File: config.mk
export PLATFORM = sky130hd
export DESIGN_NAME = periodic_task_scheduler_top
export DESIGN_NICKNAME = d
export VERILOG_FILES = /design/src/rtl/pts_pkg.sv /design/src/rtl/periodic_task_scheduler_top.sv /design/src/rtl/pts_table.sv /design/src/rtl/pts_mod.sv
export SDC_FILE = /design/constraint.sdc
export NUM_CORES = 1
export LEC_CHECK = 0
export BUFFER_PORTS_ARGS = -buffer_cell sky130_fd_sc_hd__buf_2
export CORE_MARGIN = 4
export CORE_UTILIZATION = 30
export DETAILED_ROUTE_END_ITERATION = 8
export PLACE_DENSITY_LB_ADDON = 0.2
export SLEW_MARGIN = 10
export SYNTH_ARGS = -nofsm -noshare
export SYNTH_HDL_FRONTEND = slang
export SYNTH_SLANG_ARGS = --single-unit
File: constraint.sdc
create_clock -name clock -period 7.02 [get_ports clock]
set_input_delay 0.702 -clock clock [delete_from_list [all_inputs] [get_ports clock]]
set_output_delay 0.702 -clock clock [all_outputs]
set_load 0.01 [all_outputs]
File: src/rtl/pts_pkg.sv
// package for the periodic task scheduler
// holds the opcodes, status codes and the control structs shared by the rtl modules
// no dependencies

package pts_pkg;

   localparam logic [2:0] OP_TICK     = 3'd0;
   localparam logic [2:0] OP_ADD      = 3'd1;
   localparam logic [2:0] OP_SCHEDULE = 3'd2;
   localparam logic [2:0] OP_CANCEL   = 3'd3;
   localparam logic [2:0] OP_EDIT     = 3'd4;

   localparam logic [1:0] STATUS_OK         = 2'd0;
   localparam logic [1:0] STATUS_FULL       = 2'd1;
   localparam logic [1:0] STATUS_UNKNOWN_ID = 2'd2;

   localparam int MASK_BITS   = 16;
   localparam int PERIOD_W    = 16;
   localparam int REQ_TDATA_W = 24;
   localparam int RSP_TDATA_W = 24;

   typedef struct packed {
      logic wr_period;
      logic wr_arrival;
      logic set_sched;
      logic clr_sched;
   } tbl_cmd_type;

   typedef struct packed {
      logic done;
      logic rem_zero;
   } mod_status_type;

endpackage

File: src/rtl/periodic_task_scheduler_top.sv
// periodic task scheduler top level, depends on pts_pkg, pts_table and pts_mod
// add, schedule, cancel, edit and unknown ops: response registered, valid in the cycle after the request
// tick: walks each allocated task (at most 16) through the read and check states, and also
//   through the divide state when the task can be due and the serial modulo runs
// one request at a time; the modulo unit and the table read port set the tick length
// sync reset clears timer, next id, scheduled flags, sets tick_step to 1; memories not cleared

module periodic_task_scheduler_top
   import pts_pkg::*;
#(
   parameter int NUM_TASKS   = 16,
   parameter int TIMER_WIDTH = 32
) (
   input  logic                   clock,
   input  logic                   reset,
   input  logic                   req_tvalid,
   output logic                   req_tready,
   // op [2:0], task_id [6:3], interval [22:7], zero [23]
   input  logic [REQ_TDATA_W-1:0] req_tdata,
   output logic                   rsp_tvalid,
   input  logic                   rsp_tready,
   // status [1:0], new_id [5:2], due_mask [21:6], zero [23:22]
   output logic [RSP_TDATA_W-1:0] rsp_tdata,
   input  logic                   csr_we,
   input  logic [7:0]             csr_wdata
);

   localparam int IDX_W   = (NUM_TASKS > 1) ? $clog2(NUM_TASKS) : 1;
   localparam int NFREE_W = $clog2(NUM_TASKS + 1);
   localparam int CMP_W   = (NFREE_W > 4) ? NFREE_W : 4;
   localparam int WALK_MAX = (NUM_TASKS < MASK_BITS) ? NUM_TASKS : MASK_BITS;

   localparam logic [1:0] ST_IDLE  = 2'd0;
   localparam logic [1:0] ST_READ  = 2'd1;
   localparam logic [1:0] ST_CHECK = 2'd2;
   localparam logic [1:0] ST_DIV   = 2'd3;

   logic [1:0]             state_ff, state_in;
   logic [TIMER_WIDTH-1:0] timer_ff, timer_in;
   logic [NFREE_W-1:0]     nfree_ff, nfree_in;
   logic [7:0]             step_ff;
   logic [IDX_W-1:0]       k_ff, k_in;
   logic [MASK_BITS-1:0]   mask_ff, mask_in;
   logic                   rsp_valid_ff, rsp_valid_in;
   logic [1:0]             status_ff, status_in;
   logic [3:0]             new_id_ff, new_id_in;
   logic [MASK_BITS-1:0]   due_ff, due_in;

   logic [2:0]             req_op;
   logic [3:0]             req_id;
   logic [PERIOD_W-1:0]    req_interval;
   logic                   req_fire;
   logic                   known;
   logic                   full;
   logic [NFREE_W-1:0]     walk_limit;
   logic                   walk_last;
   logic [NFREE_W-1:0]     k_ext;
   logic [3:0]             k_bit;

   tbl_cmd_type            tbl_cmd;
   logic [IDX_W-1:0]       tbl_wr_addr;
   logic [PERIOD_W-1:0]    rd_period;
   logic [TIMER_WIDTH-1:0] rd_arrival;
   logic                   rd_sched;
   logic [TIMER_WIDTH-1:0] elapsed;
   logic                   mod_start;
   mod_status_type         mod_st;

   assign req_op       = req_tdata[2:0];
   assign req_id       = req_tdata[6:3];
   assign req_interval = req_tdata[22:7];

   assign req_tready = (state_ff == ST_IDLE) && (!rsp_valid_ff || rsp_tready);
   assign req_fire   = req_tvalid && req_tready;

   assign known = CMP_W'(req_id) < CMP_W'(nfree_ff);
   assign full  = (nfree_ff == NFREE_W'(NUM_TASKS));

   assign walk_limit = (nfree_ff < NFREE_W'(WALK_MAX)) ? nfree_ff : NFREE_W'(WALK_MAX);
   assign k_ext      = NFREE_W'(k_ff);
   assign walk_last  = (k_ext + 1'b1) == walk_limit;
   assign k_bit      = 4'(k_ff);
   assign elapsed    = timer_ff - rd_arrival;

   pts_table #(
      .NUM_TASKS  (NUM_TASKS),
      .TIMER_WIDTH(TIMER_WIDTH),
      .IDX_W      (IDX_W)
   ) u_table (
      .clock        (clock),
      .reset        (reset),
      .cmd          (tbl_cmd),
      .wr_addr      (tbl_wr_addr),
      .wr_period    (req_interval),
      .wr_arrival   (timer_ff),
      .rd_addr      (k_ff),
      .rd_period_ff (rd_period),
      .rd_arrival_ff(rd_arrival),
      .rd_sched_ff  (rd_sched)
   );

   pts_mod #(
      .DATA_W(TIMER_WIDTH)
   ) u_mod (
      .clock   (clock),
      .reset   (reset),
      .start   (mod_start),
      .dividend(elapsed),
      .divisor (rd_period),
      .status  (mod_st)
   );

   // request decode and table writes
   always_comb begin
      tbl_cmd     = '0;
      tbl_wr_addr = IDX_W'(req_id);
      nfree_in    = nfree_ff;
      status_in   = STATUS_OK;
      new_id_in   = '0;
      if (req_fire) begin
         unique case (req_op)
            OP_ADD: begin
               tbl_wr_addr = IDX_W'(nfree_ff);
               if (full) begin
                  status_in = STATUS_FULL;
               end else begin
                  tbl_cmd.wr_period  = 1'b1;
                  tbl_cmd.wr_arrival = 1'b1;
                  tbl_cmd.clr_sched  = 1'b1;
                  new_id_in          = 4'(nfree_ff);
                  nfree_in           = nfree_ff + 1'b1;
               end
            end
            OP_SCHEDULE, OP_CANCEL, OP_EDIT: begin
               if (!known) begin
                  status_in = STATUS_UNKNOWN_ID;
               end else if (req_op == OP_SCHEDULE) begin
                  tbl_cmd.set_sched  = 1'b1;
                  tbl_cmd.wr_arrival = 1'b1;
               end else if (req_op == OP_CANCEL) begin
                  tbl_cmd.clr_sched = 1'b1;
               end else begin
                  tbl_cmd.wr_period  = 1'b1;
                  tbl_cmd.wr_arrival = 1'b1;
               end
            end
            default: begin
            end
         endcase
      end
   end

   // tick walk sequencer and response register
   always_comb begin
      state_in     = state_ff;
      timer_in     = timer_ff;
      k_in         = k_ff;
      mask_in      = mask_ff;
      mod_start    = 1'b0;
      rsp_valid_in = rsp_valid_ff && !rsp_tready;
      due_in       = due_ff;
      unique case (state_ff)
         ST_IDLE: begin
            if (req_fire) begin
               if (req_op == OP_TICK && walk_limit != '0) begin
                  state_in = ST_READ;
                  k_in     = '0;
                  mask_in  = '0;
               end else begin
                  rsp_valid_in = 1'b1;
                  due_in       = '0;
                  if (req_op == OP_TICK) begin
                     timer_in = timer_ff + TIMER_WIDTH'(step_ff);
                  end
               end
            end
         end
         ST_READ: begin
            state_in = ST_CHECK;
         end
         ST_CHECK: begin
            if (rd_sched && rd_period != '0 && elapsed != '0) begin
               mod_start = 1'b1;
               state_in  = ST_DIV;
            end else if (walk_last) begin
               state_in     = ST_IDLE;
               rsp_valid_in = 1'b1;
               due_in       = mask_ff;
               timer_in     = timer_ff + TIMER_WIDTH'(step_ff);
            end else begin
               k_in     = k_ff + 1'b1;
               state_in = ST_READ;
            end
         end
         ST_DIV: begin
            if (mod_st.done) begin
               if (mod_st.rem_zero) begin
                  mask_in = mask_ff | (MASK_BITS'(1) << k_bit);
               end
               if (walk_last) begin
                  state_in     = ST_IDLE;
                  rsp_valid_in = 1'b1;
                  due_in       = mask_in;
                  timer_in     = timer_ff + TIMER_WIDTH'(step_ff);
               end else begin
                  k_in     = k_ff + 1'b1;
                  state_in = ST_READ;
               end
            end
         end
         default: begin
            state_in = ST_IDLE;
         end
      endcase
   end

   always_ff @(posedge clock) begin
      if (reset) begin
         state_ff     <= ST_IDLE;
         timer_ff     <= '0;
         nfree_ff     <= '0;
         step_ff      <= 8'd1;
         rsp_valid_ff <= 1'b0;
      end else begin
         state_ff     <= state_in;
         timer_ff     <= timer_in;
         nfree_ff     <= nfree_in;
         rsp_valid_ff <= rsp_valid_in;
         if (csr_we) begin
            step_ff <= csr_wdata;
         end
      end
   end

   always_ff @(posedge clock) begin
      k_ff    <= k_in;
      mask_ff <= mask_in;
      due_ff  <= due_in;
      if (req_fire) begin
         status_ff <= status_in;
         new_id_ff <= new_id_in;
      end
   end

   assign rsp_tvalid = rsp_valid_ff;
   assign rsp_tdata  = {2'b00, due_ff, new_id_ff, status_ff};

   // modulo results only arrive while the sequencer waits for them
   assert property (@(posedge clock) disable iff (reset)
      mod_st.done |-> state_ff == ST_DIV)
      else $error("modulo done outside divide state");

   // the walk never addresses a task beyond the walk limit
   assert property (@(posedge clock) disable iff (reset)
      state_ff != ST_IDLE |-> k_ext < walk_limit)
      else $error("tick walk index out of range");

   // a request other than a tick answers in the next cycle
   assert property (@(posedge clock) disable iff (reset)
      req_fire && req_op != OP_TICK |=> rsp_tvalid && state_ff == ST_IDLE)
      else $error("missing single-cycle response");

   // allocation never runs past the table
   assert property (@(posedge clock) disable iff (reset)
      nfree_ff <= NFREE_W'(NUM_TASKS))
      else $error("next free id beyond table");

endmodule

File: src/rtl/pts_table.sv
// task table: period and arrival memories with registered reads,
// scheduled flags in flip-flops cleared by reset
// depends on pts_pkg

module pts_table
   import pts_pkg::*;
#(
   parameter int NUM_TASKS   = 16,
   parameter int TIMER_WIDTH = 32,
   parameter int IDX_W       = 4
) (
   input  logic                   clock,
   input  logic                   reset,
   input  tbl_cmd_type            cmd,
   input  logic [IDX_W-1:0]       wr_addr,
   input  logic [PERIOD_W-1:0]    wr_period,
   input  logic [TIMER_WIDTH-1:0] wr_arrival,
   input  logic [IDX_W-1:0]       rd_addr,
   output logic [PERIOD_W-1:0]    rd_period_ff,
   output logic [TIMER_WIDTH-1:0] rd_arrival_ff,
   output logic                   rd_sched_ff
);

   logic [PERIOD_W-1:0]    period_mem  [NUM_TASKS];
   logic [TIMER_WIDTH-1:0] arrival_mem [NUM_TASKS];
   logic [NUM_TASKS-1:0]   sched_ff;
   logic [NUM_TASKS-1:0]   sched_in;

   always_ff @(posedge clock) begin
      if (cmd.wr_period) begin
         period_mem[wr_addr] <= wr_period;
      end
      if (cmd.wr_arrival) begin
         arrival_mem[wr_addr] <= wr_arrival;
      end
      rd_period_ff  <= period_mem[rd_addr];
      rd_arrival_ff <= arrival_mem[rd_addr];
      rd_sched_ff   <= sched_ff[rd_addr];
   end

   always_comb begin
      sched_in = sched_ff;
      if (cmd.set_sched) begin
         sched_in[wr_addr] = 1'b1;
      end
      if (cmd.clr_sched) begin
         sched_in[wr_addr] = 1'b0;
      end
   end

   always_ff @(posedge clock) begin
      if (reset) begin
         sched_ff <= '0;
      end else begin
         sched_ff <= sched_in;
      end
   end

endmodule

File: src/rtl/pts_mod.sv
// serial restoring modulo unit, one quotient bit per cycle
// reports whether the remainder of dividend by a 16-bit divisor is zero
// depends on pts_pkg

module pts_mod
   import pts_pkg::*;
#(
   parameter int DATA_W = 32
) (
   input  logic                clock,
   input  logic                reset,
   input  logic                start,
   input  logic [DATA_W-1:0]   dividend,
   input  logic [PERIOD_W-1:0] divisor,
   output mod_status_type      status
);

   localparam int CNT_W = $clog2(DATA_W);

   logic [DATA_W-1:0]   quo_ff;
   logic [PERIOD_W-1:0] rem_ff;
   logic [PERIOD_W-1:0] rem_in;
   logic [PERIOD_W-1:0] div_ff;
   logic [CNT_W-1:0]    cnt_ff;
   logic                busy_ff;
   logic                done_ff;
   logic [PERIOD_W:0]   trial;

   always_comb begin
      trial = {rem_ff, quo_ff[DATA_W-1]};
      if (trial >= {1'b0, div_ff}) begin
         rem_in = PERIOD_W'(trial - {1'b0, div_ff});
      end else begin
         rem_in = trial[PERIOD_W-1:0];
      end
   end

   always_ff @(posedge clock) begin
      if (reset) begin
         busy_ff <= 1'b0;
         done_ff <= 1'b0;
         cnt_ff  <= '0;
      end else begin
         done_ff <= 1'b0;
         if (start) begin
            busy_ff <= 1'b1;
            cnt_ff  <= '0;
         end else if (busy_ff) begin
            cnt_ff <= cnt_ff + 1'b1;
            if (cnt_ff == CNT_W'(DATA_W - 1)) begin
               busy_ff <= 1'b0;
               done_ff <= 1'b1;
            end
         end
      end
   end

   always_ff @(posedge clock) begin
      if (start) begin
         quo_ff <= dividend;
         rem_ff <= '0;
         div_ff <= divisor;
      end else if (busy_ff) begin
         quo_ff <= {quo_ff[DATA_W-2:0], 1'b0};
         rem_ff <= rem_in;
      end
   end

   assign status.done     = done_ff;
   assign status.rem_zero = (rem_ff == '0);

endmodule

## Word level (Yosys, flattened, before mapping)

Memory sizes are Yosys's and may differ from the RTL's. A register that Yosys moved wholly into a read port is not among the register bits.
Index checks and enable logic that the tools add are counted.
W data, S select, Z words.

- Register bits after elaboration: 178
- Bits of input ports: 37
- Memories: 2
- Bits in writable memories: 768
- Output and inout port bits: 26

Memories:

| memory | depth | bits a word | read ports | clocked after Yosys merged registers in | write ports | line | source |
|---|---|---|---|---|---|---|---|
| u_table.arrival_mem | 16 | 32 | 1 | 1 | 1 | pts_table.sv:25 | `logic [TIMER_WIDTH-1:0] arrival_mem [NUM_TASKS];` |
| u_table.period_mem | 16 | 16 | 1 | 1 | 1 | pts_table.sv:24 | `logic [PERIOD_W-1:0] period_mem [NUM_TASKS];` |

- $lt $le $gt $ge: 6
- Equal/unequal tests: 18
- Muxes and demuxes: 75
- Reductions and logical operators: 29
- $add $sub $neg: 7
- Shift-type cells: 1
- Bitwise operators: 7

Operator list:

| operator | count |
|---|---|
| $mux W32 | 8 |
| $mux W16 | 13 |
| $pmux W32 S3 | 1 |
| $pmux W16 S3 | 1 |
| $mux W4 | 9 |
| $add A32 B8 Y32 | 1 |
| $or A16 B16 Y16 | 2 |
| $pmux W16 S2 | 1 |
| $reduce_bool A32 Y1 | 1 |
| $sub A32 B32 Y32 | 1 |
| $mux W1 | 26 |
| $ge A17 B16 Y1 | 1 |
| $and A16 B16 Y16 | 1 |
| $logic_not A16 Y1 | 1 |
| $not A16 Y16 | 1 |
| $reduce_bool A16 Y1 | 1 |
| $shl A1 B4 Y16 const A | 1 |
| $sub A16 B16 Y16 | 1 |
| $mux W2 | 7 |
| $pmux W4 S3 | 1 |
| $add A5 B1 Y5 const B | 2 |
| $eq A5 B5 Y1 const B | 2 |
| $lt A4 B5 Y1 const B | 2 |
| $ne A2 B2 Y1 const B | 5 |
| 35 further kinds | 53 |

## Depth between registers and ports, before layout

- Word-level depth: 13
- Gate-level depth with buffers: 17
- Mapped depth without buffers: 15

## Cells and area by module

From an unflattened synthesis, not the netlist that was laid out.

- Cell total of the unflattened synthesis: 2566
- Area, all modules: 41747.5 sq um

By module, submodules not included:

| module | times used | cells an instance | area each (sq um) |
|---|---|---|---|
| pts_table | 1 | 1337 | 30738.2 |
| periodic_task_scheduler_top | 1 | 864 | 7068.0 |
| pts_mod | 1 | 365 | 3941.3 |

## Worst setup path after synthesis

Ideal clock, no wire load.

- Path kind: register -> register
- From: register timer_ff[0]
- To: register u_mod.quo_ff[0], enable pin
- Setup time: 0.407 ns
- Clock period less this slack: 4.882 ns
- Cell stages (with the launch flop): 17
- Path slack: 2.138 ns
- Buffers on the path: 2
- Arrival time: 4.475 ns
- Cell sequence: dfxtp_1 > inv_1 > ha_1 > fa_1 > nand2b_1 > a21oi_1 > o21ai_0 > o41ai_1 > xor2_1 > or4_1 > or4_1 > nand4b_4 > nor4_4 > nor2_1 > clkbuf_1 > clkbuf_1 > or2_1

- Longest elaborated chain between the ends: 6

RTL lines:

| element | line | source |
|---|---|---|
| start: declaration | periodic_task_scheduler_top.sv:39 | `logic [TIMER_WIDTH-1:0] timer_ff, timer_in;` |
| start signal: assignment | periodic_task_scheduler_top.sv:226 | `timer_ff <= timer_in;` |
| $sub A32 B32 Y32 | periodic_task_scheduler_top.sv:83 | `assign elapsed = timer_ff - rd_arrival;` |
| $reduce_bool A32 Y1 | periodic_task_scheduler_top.sv:182 | `if (rd_sched && rd_period != '0 && elapsed != '0) begin` |
| $logic_and A1 B1 Y1 | periodic_task_scheduler_top.sv:182 |  |
| $mux W1 | periodic_task_scheduler_top.sv:182 |  |
| $mux W1 | periodic_task_scheduler_top.sv:162 | `unique case (state_ff)` |
| $reduce_bool A2 Y1 (no line) | n/a |  |
| end signal: assignment | pts_mod.sv:60 | `quo_ff <= dividend;` |
| end signal: assignment | pts_mod.sv:64 | `quo_ff <= {quo_ff[DATA_W-2:0], 1'b0};` |
| end: declaration | pts_mod.sv:20 | `logic [DATA_W-1:0] quo_ff;` |

No other way between the ends.
A chain may end at the register's enable or synchronous reset.

## Final worst setup path

- From: register timer_ff[0]
- To: register timer_ff[27]

- Longest elaborated chain between the ends: 5
- Elaborated cells on any way between the ends: 13
- Those cells by class: 2 x add/sub; 1 x eq/ne; 7 x mux; 3 x reduce/logical

RTL lines:

| element | line |
|---|---|
| $sub A32 B32 Y32 or $add A32 B8 Y32 (tied branches) | n/a |
| $reduce_bool A32 Y1 or $mux W32 (tied branches) | periodic_task_scheduler_top.sv:182, periodic_task_scheduler_top.sv:172 |
| $logic_and A1 B1 Y1 or $mux W32 (tied branches) | periodic_task_scheduler_top.sv:182, periodic_task_scheduler_top.sv:165 |
| $ne A2 B2 Y1 (no line) or $mux W32 (tied branches) | n/a |
| $reduce_and A6 Y1 (no line) or $pmux W32 S3 (tied branches) | n/a |

Several ways; a longest one is shown, not always the timed one. The select of a mux whose other input is x is not followed.

==> metrics.md <==
| Metric | Value |
|---|---|
| Global-route wire length before repair | 149.9 mm |
| R2r setup slk | 1220 ps |
| Synth Warn # | 0 |
| DRC viols | 0 |
| Resize count post-CTS | 0 |
| PD cells | 258.6 nW/µm² |
| Minimum clock period | 5805 ps |
| Reg clk slew, reported paths | roughly 60 ps |
| Root buffer cell | clkbuf_16 |
| Commonest non-fill, non-tap cells in the layout | 858 x edfxtp_1, 245 x mux4_2, 136 x dfxtp_1 |
| HP Start | csr_wdata[0] |
| Critical Path Start | timer_ff[0] |
| EDFF count, synth | 858 |
| Final hold violations | 0 |
| Ys async rst share | 0 |
| GR Util All Layers | 0.1407 |
| Worst-path maximum fanout | 20 |
| Mux share of post-synthesis cell area | 0.1472 |
| Syn_area_per_cell | 17.06 µm² |
| Setup crit end kind | flop |
| FF-to-FF path depth | 16 |
| Final setup fails | 0 |
| F_max | 172.3 MHz |
| Post-Synthesis Cells | 2411 |
| Routed wire length | 101.4 mm |
| FP Rows | 135 |
| Hold path cells | 2 |
| Dominant synthesized flop cell | edfxtp_1 |
| Synth Area in XOR/XNOR | 0.01171 |
| Post-detailed-route via-to-cell ratio | 5.025 |
| Placed Area | 43810 µm² |
| Worst-Margin Slew | 1123 ps |
| Crit path launch type | flop |
| Clk_skew | 23.77 ps |
| Fin area | 47240 µm² |
| TritonCTS clock tree | built |
| Post-detail-place hpwl | 59.39 mm |
| Status | completed |
| Setup tns final | 0 ps |
| Via count | 22026 |
| Netlist cell types | 73 |
| Drt initial violations | 1738 |
| DIE AREA | 143100 µm² |
| Post-CTS setup buffers | 0 |
| Clock Path Buffers | 3 |
| CP max-delay cell | dfxtp_1 |
| # IOs | 63 |
| CTS buffer count | 107 |
| Core area | 135800 µm² |
| Commonest non-fill, non-tap cell in the layout | edfxtp_1 |
| Clock Sinks | 994 |
| Final slew viol count | 0 |
| Area Overhead vs Synth | 14.89% |
| DR WL/cell | 23.14 µm |
| P_leak | 0.01635 µW |
| Later-pin clock latency in the skew report | about 700 ps |
| Part of the Yosys area used for sequential elements | 0.6928 |
| Compound-Gate Fraction of Synth Area | 0.05103 |
| Arrival time worst endpoint | 6410 ps |
| Nets | 2618 |
| Min-Delay Path Class | input pin to flop |
| CP Cell Sequence | inv_1 -> ha_1 -> fa_1 -> nand2b_1 -> a21oi_1 -> o21ai_0 -> o41ai_1 -> xor2_1 -> or4_1 -> or4_1 -> nand4b_4 -> nor4_4 -> buf_4 -> o211ai_1 -> or4_1 -> a21oi_1 |
| Largest family of logic cells by synthesized area | multiplexers |
| Layout cells sized above 1 | 0.2188 |
| Period utilization | 0.8269 |
| CP dominant cell by count | or4_1 |
| Reg2Reg Capture Point | timer_ff[27] |
| CP Data Required Time | around 7600 ps |
| Post-synthesis adder-cell area fraction | 0.02215 |
| Vias in the first global route | 22845 |
| Htree depth | 3 |
| Critical path type | flop to flop |
| Critical Path Max Stage Delay | roughly 740 ps |
| DR pass1 iterations | 7 |
| GRT overflow | 0 |
| WHS Endpoint | step_ff[0] |
| Flops & latches, synth | approximately 990 |
| Post-Synth Simple-Gate Area | 0.05623 |
| Initial antenna violation count | 5 |
| WP buf/inv | 2 |
| Initial Util | 0.3028 |
| Max-slew headroom | 0.2493 |
| Maximum VDD drop | 0.0001850 V |
| Largest net degree at the start of global routing | 135 |
| Critical path's top delay family | simple AND/OR/NAND/NOR gates |
| RSZ-0062 raised after global routing | false |
| Cts hold-fix bufs | 0 |
| Placer Congestion | 0.8294 |
| Die extent in x | 378.2 µm |
| Max-Cap Viols | 0 |
| Die height | 378.2 µm |
| Cell area after synthesis | 41120 µm² |
| Number of port buffers | 59 |
| Antenna viol nets, final | 0 |
| R2R Path Start | timer_ff[0] |
| Hold Slack | 247.6 ps |
==> sequential cells by signal, indices dropped and copies added (netlist names), 32 cells and up <==
register / flops
u_table.arrival_mem: 512
u_table.rd_arrival_ff: 32
timer_ff: 32
u_mod.quo_ff: 32
u_table.period_mem: 256
==> routing by layer <==
metal	global-route usage	vias up	share of wire	wire, µm
li1	-	9791	-	-
met1	0.1881	11547	0.44	44680
met2	0.2380	522	0.49	49950
met3	0.02183	164	0.043	4392
met4	0.03957	2	0.024	2397
met5	0	-	0.000069	7
==> how the worst max path moves through the flow <==
| stage | end | slack, ps | depth (start not counted) |
|---|---|---|---|
| 2_1_floorplan | u_mod.quo_ff[0] | 2140 | 16 |
| 3_3_place_gp | timer_ff[27] | 1360 | 16 |
| 3_5_place_dp | u_mod.quo_ff[28] | 1330 | 16 |
| 4_1_cts | timer_ff[31] | 1300 | 16 |
| 5_1_grt | u_mod.quo_ff[12] | 900 | 16 |
| 6_report | timer_ff[27] | 1220 | 16 |
==> per-stage QoR <==
| stage | setup WS [ps] | utilization | instances | total power, µW |
|---|---|---|---|---|
| 2_1_floorplan | 2138 | - | 2412 | 6764 |
| 3_3_place_gp | 1358 | 0.3226 | 4182 | 6884 |
| 3_5_place_dp | 1334 | 0.3226 | 4182 | 6893 |
| 4_1_cts | 1303 | 0.3479 | 4382 | 12380 |
| 5_1_grt | 895.5 | 0.3479 | 4382 | 12680 |
| 6_report | 1215 | 0.3479 | 4383 | 12220 |
==> cell families after synthesis <==
logic type | Yosys count
compound gates | 327
xor+xnor | 55
fa+ha+maj | 71
buf+inv | 202
flops | 994
mux | 294
other cells | 1
simple gates | 467
==> cell usage after synthesis, types with 21 or more instances <==
cell / number / area share
mux4_2: 245 / 0.13
edfxtp_1: 858 / 0.63
nor2_1: 164 / 0.015
nand2_1: 82 / 0.0075
o31ai_1: 23 / 0.0042
nand3_1: 31 / 0.0038
a21o_1: 27 / 0.0049
nor4_1: 21 / 0.0032
buf_1: 24 / 0.0022
o21ai_0: 63 / 0.0077
xnor2_1: 29 / 0.0062
nor3_1: 27 / 0.0033
a21oi_1: 92 / 0.011
xor2_1: 26 / 0.0055
mux2_1: 22 / 0.0060
ha_1: 68 / 0.021
inv_1: 79 / 0.0072
clkbuf_1: 90 / 0.0082
nor2b_1: 47 / 0.0072
dfxtp_1: 136 / 0.066
==> cell type report <==
type,instances,area (µm²)
fillers,12897,88560
flip-flops and latches,994,28490
multi-input cells,1216,12090
clock buffers,151,2964
well taps,1781,2228
repair buffers,110,693.2
clock inverters,49,466.7
inverters,81,306.5
diodes,1,2.502
==> power breakdown <==
part	switching (µW)	leakage, µW	internal (µW)
clock	2370	0.00167	3080
sequential	33.0	0.00959	6400
combinational	214	0.00509	122
No activity file was read; power rests on OpenSTA's default activity.
